[src/sv/assert_macros.svh]
// Assertion helper macros shared by the beam power RTL.
// Stand-alone header; every use gets its own line in the including module.
`ifndef ASSERT_MACROS_SVH
`define ASSERT_MACROS_SVH

`ifndef SYNTHESIS

// Property check: prop must hold at every clock edge outside reset.
`define ASRT_PROP(lbl, clk, rst, prop, msg) \
   lbl: assert property (@(posedge clk) disable iff (rst) (prop)) else $error(msg);

// Forbidden condition: cond must never be true outside reset.
`define ASRT_NEVER(lbl, clk, rst, cond, msg) \
   lbl: assert property (@(posedge clk) disable iff (rst) !(cond)) else $error(msg);

`else

`define ASRT_PROP(lbl, clk, rst, prop, msg)

`define ASRT_NEVER(lbl, clk, rst, cond, msg)

`endif

`endif

[src/sv/pab_pkg.sv]
// Shared types and constants for the phased array beam power block.
// No dependencies; used by pab_power and phased_array_beam_power.
`timescale 1ns / 1ps
`default_nettype none

package pab_pkg;

   // Parameter defaults
   localparam int NUM_ANTENNAS_DEF       = 96;
   localparam int WEIGHT_GROUPS_DEF      = 48;
   localparam int CHANNELS_PER_GROUP_DEF = 8;
   localparam int NUM_CHANNELS_DEF       = 384;

   // Field widths
   localparam int ANT_W    = 6;
   localparam int CHAN_W   = 9;
   localparam int SAMPLE_W = 8;
   localparam int NIB_W    = 4;
   localparam int WEIGHT_W = 16;
   localparam int POWER_W  = 8;

   // Datapath widths
   localparam int PROD_W = NIB_W + WEIGHT_W;   // nibble times weight
   localparam int TERM_W = PROD_W + 1;         // sum of two products
   localparam int SQ_W   = 2 * PROD_W;         // squared product
   localparam int INC_W  = 2 * PROD_W - 1;     // sum of four squared products
   localparam int ACC_W  = 28;                 // coherent accumulators
   localparam int WIDE_W = 48;                 // incoherent accumulator
   localparam int PWR_W  = 2 * ACC_W + 1;      // power numerator

   // Power unit sequencing
   localparam int CNT_W = 2;
   localparam logic [CNT_W-1:0] SQ_LAST = 2'd3;

   // Item opcodes
   localparam logic OP_SAMPLE = 1'b0;
   localparam logic OP_WEIGHT = 1'b1;

   // Register indexes
   localparam int CSR_IDX_W = 1;
   localparam logic [CSR_IDX_W-1:0] CSR_INCOH_MODE = 1'd0;
   localparam logic [CSR_IDX_W-1:0] CSR_ARM_SELECT = 1'd1;

   typedef enum logic [1:0] {
      PWR_IDLE,
      PWR_SQUARE,
      PWR_DIVIDE,
      PWR_HOLD
   } pwr_state_type;

   // Start command from the accumulator to the power unit
   typedef struct packed {
      logic              start;
      logic              incoherent;
      logic [CHAN_W-1:0] channel;
   } pwr_cmd_type;

endpackage

`default_nettype wire

[src/sv/pab_power.sv]
// Power unit: squares coherent beam sums on one shared multiplier, scales by a
// reciprocal multiply against the fixed divisor and holds the result transfer.
// Depends on pab_pkg.
`timescale 1ns / 1ps
`default_nettype none

module pab_power #(
   parameter int NUM_ANTENNAS = pab_pkg::NUM_ANTENNAS_DEF
) (
   input  wire logic                            clock,
   input  wire logic                            reset,
   input  wire pab_pkg::pwr_cmd_type            cmd,
   input  wire logic [pab_pkg::WIDE_W-1:0]      acc_wide,
   input  wire logic signed [pab_pkg::ACC_W-1:0] acc_xi,
   input  wire logic signed [pab_pkg::ACC_W-1:0] acc_yr,
   input  wire logic signed [pab_pkg::ACC_W-1:0] acc_yi,
   output logic                                 busy,
   output logic                                 rsp_valid,
   input  wire logic                            rsp_ready,
   output logic [pab_pkg::CHAN_W-1:0]           rsp_out_channel,
   output logic [pab_pkg::POWER_W-1:0]          rsp_beam_power,
   output logic                                 rsp_saturated
);

   // Divisor 2^17 * N^2: shift off the 2^17, then divide by N^2 with a
   // reciprocal that is exact for every quotient below 256
   localparam int               SCALE_SH = 17;
   localparam int               HI_W     = pab_pkg::PWR_W - SCALE_SH;
   localparam longint unsigned  ANT_SQ   = 64'(NUM_ANTENNAS) * 64'(NUM_ANTENNAS);
   localparam int               ANT_SQ_W = $clog2(ANT_SQ);
   localparam int               LOW_W    = pab_pkg::POWER_W + ANT_SQ_W;
   localparam int               RCP_W    = LOW_W + 2;
   localparam int               QP_W     = LOW_W + RCP_W;
   localparam int               RCP_SH   = pab_pkg::POWER_W + 2 * ANT_SQ_W;
   localparam longint unsigned  RCP_FULL = ((64'd1 << RCP_SH) + ANT_SQ - 64'd1) / ANT_SQ;
   localparam logic [RCP_W-1:0] RCP      = RCP_W'(RCP_FULL);
   localparam logic [HI_W-1:0]  SAT_LIM  = HI_W'(ANT_SQ << pab_pkg::POWER_W);

   pab_pkg::pwr_state_type state_ff, state_in;

   logic signed [pab_pkg::ACC_W-1:0]   sum_ff [4];
   logic [pab_pkg::PWR_W-1:0]          num_ff;
   logic [pab_pkg::CNT_W-1:0]          cnt_ff;
   logic [pab_pkg::POWER_W-1:0]        q_ff;
   logic                               sat_ff;
   logic [pab_pkg::CHAN_W-1:0]         chan_ff;

   logic                               rsp_valid_ff;
   logic [pab_pkg::CHAN_W-1:0]         rsp_chan_ff;
   logic [pab_pkg::POWER_W-1:0]        rsp_power_ff;
   logic                               rsp_sat_ff;

   logic signed [2*pab_pkg::ACC_W-1:0] sq;
   logic [HI_W-1:0]                    num_hi;
   logic [QP_W-1:0]                    prod;
   logic                               over;
   logic [pab_pkg::POWER_W-1:0]        q_calc;
   logic                               slot_free;
   logic                               rsp_load;

   assign sq        = sum_ff[0] * sum_ff[0];
   assign slot_free = !rsp_valid_ff || rsp_ready;

   // Scale: clip at 256 times the divisor, else multiply by the reciprocal
   assign num_hi = num_ff[pab_pkg::PWR_W-1:SCALE_SH];
   assign over   = (num_hi >= SAT_LIM);
   assign prod   = QP_W'(num_hi[LOW_W-1:0]) * QP_W'(RCP);
   assign q_calc = pab_pkg::POWER_W'(prod >> RCP_SH);

   // Next state
   always_comb begin
      state_in = state_ff;
      unique case (state_ff)
         pab_pkg::PWR_IDLE: begin
            if (cmd.start) begin
               state_in = cmd.incoherent ? pab_pkg::PWR_DIVIDE : pab_pkg::PWR_SQUARE;
            end
         end
         pab_pkg::PWR_SQUARE: begin
            if (cnt_ff == pab_pkg::SQ_LAST) begin
               state_in = pab_pkg::PWR_DIVIDE;
            end
         end
         pab_pkg::PWR_DIVIDE: begin
            state_in = pab_pkg::PWR_HOLD;
         end
         pab_pkg::PWR_HOLD: begin
            if (slot_free) begin
               state_in = pab_pkg::PWR_IDLE;
            end
         end
         default: state_in = pab_pkg::PWR_IDLE;
      endcase
   end

   // State outputs
   always_comb begin
      busy     = 1'b1;
      rsp_load = 1'b0;
      unique case (state_ff)
         pab_pkg::PWR_IDLE:   busy = 1'b0;
         pab_pkg::PWR_SQUARE: busy = 1'b1;
         pab_pkg::PWR_DIVIDE: busy = 1'b1;
         pab_pkg::PWR_HOLD:   rsp_load = slot_free;
         default:             busy = 1'b1;
      endcase
   end

   always_ff @(posedge clock) begin
      if (reset) begin
         state_ff <= pab_pkg::PWR_IDLE;
      end else begin
         state_ff <= state_in;
      end
   end

   // Square, accumulate and scale
   always_ff @(posedge clock) begin
      unique case (state_ff)
         pab_pkg::PWR_IDLE: begin
            if (cmd.start) begin
               chan_ff   <= cmd.channel;
               sum_ff[0] <= acc_wide[pab_pkg::ACC_W-1:0];
               sum_ff[1] <= acc_xi;
               sum_ff[2] <= acc_yr;
               sum_ff[3] <= acc_yi;
               // incoherent sum is doubled to share the coherent divisor
               num_ff    <= cmd.incoherent ? pab_pkg::PWR_W'({acc_wide, 1'b0}) : '0;
               cnt_ff    <= '0;
            end
         end
         pab_pkg::PWR_SQUARE: begin
            num_ff <= num_ff + pab_pkg::PWR_W'($unsigned(sq));
            for (int i = 0; i < 3; i++) begin
               sum_ff[i] <= sum_ff[i+1];
            end
            cnt_ff <= cnt_ff + 1'b1;
         end
         pab_pkg::PWR_DIVIDE: begin
            // clip when the quotient would reach 256
            q_ff   <= over ? '1 : q_calc;
            sat_ff <= over;
         end
         pab_pkg::PWR_HOLD: begin
            cnt_ff <= cnt_ff;
         end
         default: cnt_ff <= cnt_ff;
      endcase
   end

   // Output register; hold until transfer
   always_ff @(posedge clock) begin
      if (reset) begin
         rsp_valid_ff <= 1'b0;
      end else if (rsp_load) begin
         rsp_valid_ff <= 1'b1;
      end else if (rsp_ready) begin
         rsp_valid_ff <= 1'b0;
      end
   end

   always_ff @(posedge clock) begin
      if (rsp_load) begin
         rsp_chan_ff  <= chan_ff;
         rsp_power_ff <= q_ff;
         rsp_sat_ff   <= sat_ff;
      end
   end

   assign rsp_valid       = rsp_valid_ff;
   assign rsp_out_channel = rsp_chan_ff;
   assign rsp_beam_power  = rsp_power_ff;
   assign rsp_saturated   = rsp_sat_ff;

endmodule

`default_nettype wire
[config.mk]
export PLATFORM = sky130hd
export DESIGN_NAME = pab_power
export DESIGN_NICKNAME = d
export VERILOG_FILES = /design/src/sv/assert_macros.svh /design/src/sv/pab_pkg.sv /design/src/sv/pab_power.sv
export SDC_FILE = /design/constraint.sdc
export NUM_CORES = 2
export LEC_CHECK = 0
export BUFFER_PORTS_ARGS = -buffer_cell sky130_fd_sc_hd__buf_2
export CAP_MARGIN = 20
export CORE_MARGIN = 3
export CORE_UTILIZATION = 55
export CTS_CLUSTER_DIAMETER = 30
export DETAILED_ROUTE_END_ITERATION = 10
export GPL_ROUTABILITY_DRIVEN = 0
export PLACE_DENSITY = 0.73
export SYNTH_ARGS = -nofsm -noshare
export SYNTH_HDL_FRONTEND = slang
export SYNTH_SLANG_ARGS = --single-unit
[constraint.sdc]
create_clock -name clock -period 11.4 [get_ports clock]
set_input_delay 2.28 -clock clock [delete_from_list [all_inputs] [get_ports clock]]
set_output_delay 2.28 -clock clock [all_outputs]
set_load 0.005 [all_outputs]
==> results.toml <==
[place]
place_area_um2 = 45500
numPortBuffers = 165
dp_hpwl_um = 91300
dp_slack_ns = 0.827

[worst_setup_path]
crit_path_top_delay_cell = "edfxtp_1"
cp_common_cell = "fa_1"
rr_worst_depth = 30
r2r_setup_slack_ns = 0.75
crit_type = "reg -> reg"
r2r-start = "sum_ff[0][22]"
end_kind = "flip-flop"
max_stage_delay_ns = 0.98
worstPathArrival_ns = 11.00
reg2reg_to = "num_ff[52]"
start_kind = "flip-flop"
worstPathRequired_ns = 11.75
worstPathMaxFanout = 19

[grt]
grt_max_degree = 66
grt_pass1_vias = 32669
grt_usage = 0.280
overflow = 0
grt_pass1_wl_um = 179000
antenna_found_initial = 13

[final_layout]
final_design_area_no_fill_um2 = 47300
regArea_um2 = 6280
area_delta_synth_final_pct = 8.61
n_fill_cell = 6281
drive_gt1_frac = 0.0921
nets = 5860
multi_input_area_um2 = 32800

[logic_synthesis]
postSynthCellCount = 4236
synthesis.area_um2 = 43500
yosys_most_used_dff = "edfxtp_1"
ys_seq_area_frac = 0.144
synth_warnings = 0
synth_edf_count = 207
avgSynthCellArea_um2 = 10.3
synth.distinct_cells = 75
synthesis.nets = 5739
ys_seq_elements = 210
synth-async-reset-ratio = 0

[sta]
worstMarginPinSlew_ns = 1.14
hold_viol = 0
setup_viol = 0
skew_ns = 0.0424
rsz0062_at_grt = "false"
setup_tns_ns = 0
fmax_ghz = 0.0939
drv_slew = 0
slew_headroom = 0.239
setup_slack_ns = 0.749
timing.final.crit_share = 0.934
layout_min_cycle_time_ns = 10.65

[die]
ios = 166
num_rows = 102
fp.coreArea_um2 = 78000
die_h_um = 287
die_w_um = 287
start_util = 0.558
die_area_um2 = 82500

[clock_network]
clk_latency_ns = 0.62
cts_setup_buffers = 0
clk_path_buf_depth = 3
cts_tree = "built"
htree_levels = 2
cts.repair.resized = 0
cts_sinks = 210
cts_made_buffers = 50
holdBufCountCts = 0
cts.root.buffer_cell = "clkbuf_16"
clk_pin_slew_ns = 0.05

[run]
cap_violations = 0

[status]
status = "finished clean"

[routing]
ant_nets = 0
first_pass_iters = 7
num_vias = 29965
viasPerCell = 5.50
routed_wl_um = 110000
initialDrtViolationCount = 2141
avgRoutedWirePerCell_um = 20.2
drcViolationCount = 0

[hold_path]
hold_path_end = "rsp_out_channel[7]"
hp-class = "reg -> reg"
worstHoldStart = "chan_ff[7]"
hold-path-cell-count = 0
-- cell type report --
cell class / instances / area share
multi-input combinational: 2826 / 0.693
antenna: 6 / 0.000318
timing repair buffer: 204 / 0.0237
sequential: 210 / 0.133
tap: 1040 / 0.0275
clock inverter: 39 / 0.0109
inverter: 1065 / 0.0846
clock buffer: 55 / 0.0273
-- layout by cell type (no fill, tap or decap), types with 7 or more instances in the layout --
| cell | Yosys | layout |
|---|---|---|
| inv_1 | 1065 | 1064 |
| fa_1 | 907 | 907 |
| ha_1 | 450 | 449 |
| nand2_1 | 346 | 346 |
| edfxtp_1 | 207 | 207 |
| buf_2 | 7 | 165 |
| and2_1 | 152 | 151 |
| a21oi_1 | 126 | 126 |
| o21ai_0 | 99 | 99 |
| nor2_1 | 93 | 93 |
| mux2_2 | 85 | 85 |
| a21o_1 | 83 | 82 |
| xnor2_1 | 73 | 73 |
| xor2_1 | 53 | 53 |
| clkbuf_16 | 0 | 51 |
| buf_4 | 0 | 39 |
| nor2b_1 | 33 | 32 |
| nand2b_1 | 28 | 28 |
| nand4_1 | 28 | 28 |
| nand3_1 | 24 | 24 |
| o21ai_1 | 22 | 22 |
| a31oi_1 | 20 | 20 |
| o21bai_1 | 20 | 20 |
| a211oi_1 | 18 | 18 |
| o21a_1 | 15 | 15 |
| nor3_1 | 14 | 14 |
| and3_1 | 12 | 12 |
| o211ai_1 | 10 | 10 |
| bufinv_16 | 0 | 9 |
| o31ai_1 | 8 | 8 |
| a22o_1 | 8 | 8 |
| or2_2 | 8 | 7 |
| nor4_1 | 7 | 7 |
| clkinv_1 | 0 | 7 |
| inv_6 | 0 | 7 |
-- registers in the layout (all words and copies together) (netlist names) --
register,cells
chan_ff,9
rsp_out_channel,9
state_ff,2
sat_ff,1
rsp_valid,1
num_ff,57
rsp_saturated,1
rsp_beam_power,8
cnt_ff,2
q_ff,8
sum_ff,112
-- through the flow --
step	hold WS, ns	std cells	util
2_1_floorplan	0.400	4236	-
3_3_place_gp	0.401	5345	0.583
3_5_place_dp	0.406	5345	0.583
4_1_cts	0.413	5439	0.606
5_1_grt	0.428	5440	0.606
6_report	0.415	5445	0.606
-- how the worst max path moves through the flow --
stage | start | slack [ns] | end
2_1_floorplan | sum_ff[0][7] | 2.15 | num_ff[52]
3_3_place_gp | sum_ff[0][22] | 1.02 | num_ff[52]
3_5_place_dp | sum_ff[0][22] | 0.83 | num_ff[52]
4_1_cts | sum_ff[0][22] | 0.85 | num_ff[52]
5_1_grt | sum_ff[0][2] | 0.25 | num_ff[48]
6_report | sum_ff[0][22] | 0.75 | num_ff[52]
-- kinds of logic (layout without fill, tap and decap cells) --
family | count (synthesis) | in the layout | share of synthesized area
fa+ha+maj | 1357 | 1357 | 0.547
buf+inv | 1200 | 1363 | 0.104
mux | 91 | 91 | 0.0234
other cells | 0 | 6 | 0
flops | 210 | 210 | 0.144
simple gates | 767 | 767 | 0.0850
compound gates | 485 | 485 | 0.0719
xor+xnor | 126 | 126 | 0.0254
-- metal layers --
metal / vias to the layer above / wire (um) / global-route usage / part of all wire
met2: 1213 / 51800 / 0.450 / 0.47
met5: - / 59 / 0 / 0.00054
li1: 13410 / - / - / -
met1: 15072 / 43500 / 0.371 / 0.40
met4: 8 / 4130 / 0.0910 / 0.038
met3: 262 / 10300 / 0.0756 / 0.094
-- critical path, delay by kind of cell (launching register included) --
family | cells | cell delay (ns)
fa+ha+maj | 10 | 4.82
xor+xnor | 1 | 0.16
compound gates | 10 | 2.20
flops | 1 | 0.98
buf+inv | 3 | 0.55
simple gates | 6 | 1.67
-- synthesized netlist by cell type (4+ instances only) --
cell / count / area, um2
nand4_1: 28 / 175
a2111oi_0: 4 / 35.0
and4_1: 5 / 43.8
buf_2: 7 / 35.0
a21oi_1: 126 / 631
fa_1: 907 / 18200
nor2b_1: 33 / 206
clkbuf_1: 124 / 465
nor3_1: 14 / 70.1
mux2_2: 85 / 957
a211oi_1: 18 / 135
o21bai_1: 20 / 150
edfxtp_1: 207 / 6220
nand2b_1: 28 / 175
inv_1: 1065 / 4000
and2_1: 152 / 951
o21ai_1: 22 / 110
mux2i_1: 6 / 60.1
a21o_1: 83 / 623
nor2_1: 93 / 349
nand2_1: 346 / 1300
o31ai_1: 8 / 60.1
a22o_1: 8 / 70.1
a41oi_1: 4 / 35.0
and3_1: 12 / 75.1
buf_1: 4 / 15.0
xor2_1: 53 / 464
o211ai_1: 10 / 75.1
o2111ai_1: 6 / 52.6
o21a_1: 15 / 113
nor3b_1: 4 / 30.0
xnor2_1: 73 / 639
or2_2: 8 / 50.1
ha_1: 450 / 5630
nand3_1: 24 / 120
nor4_1: 7 / 43.8
o21ai_0: 99 / 495
a221oi_1: 4 / 35.0
a31oi_1: 20 / 125
Power is left out: the tool's default activity adds up to more than one toggle a clock period on the data nets, which glitch-free logic cannot reach.
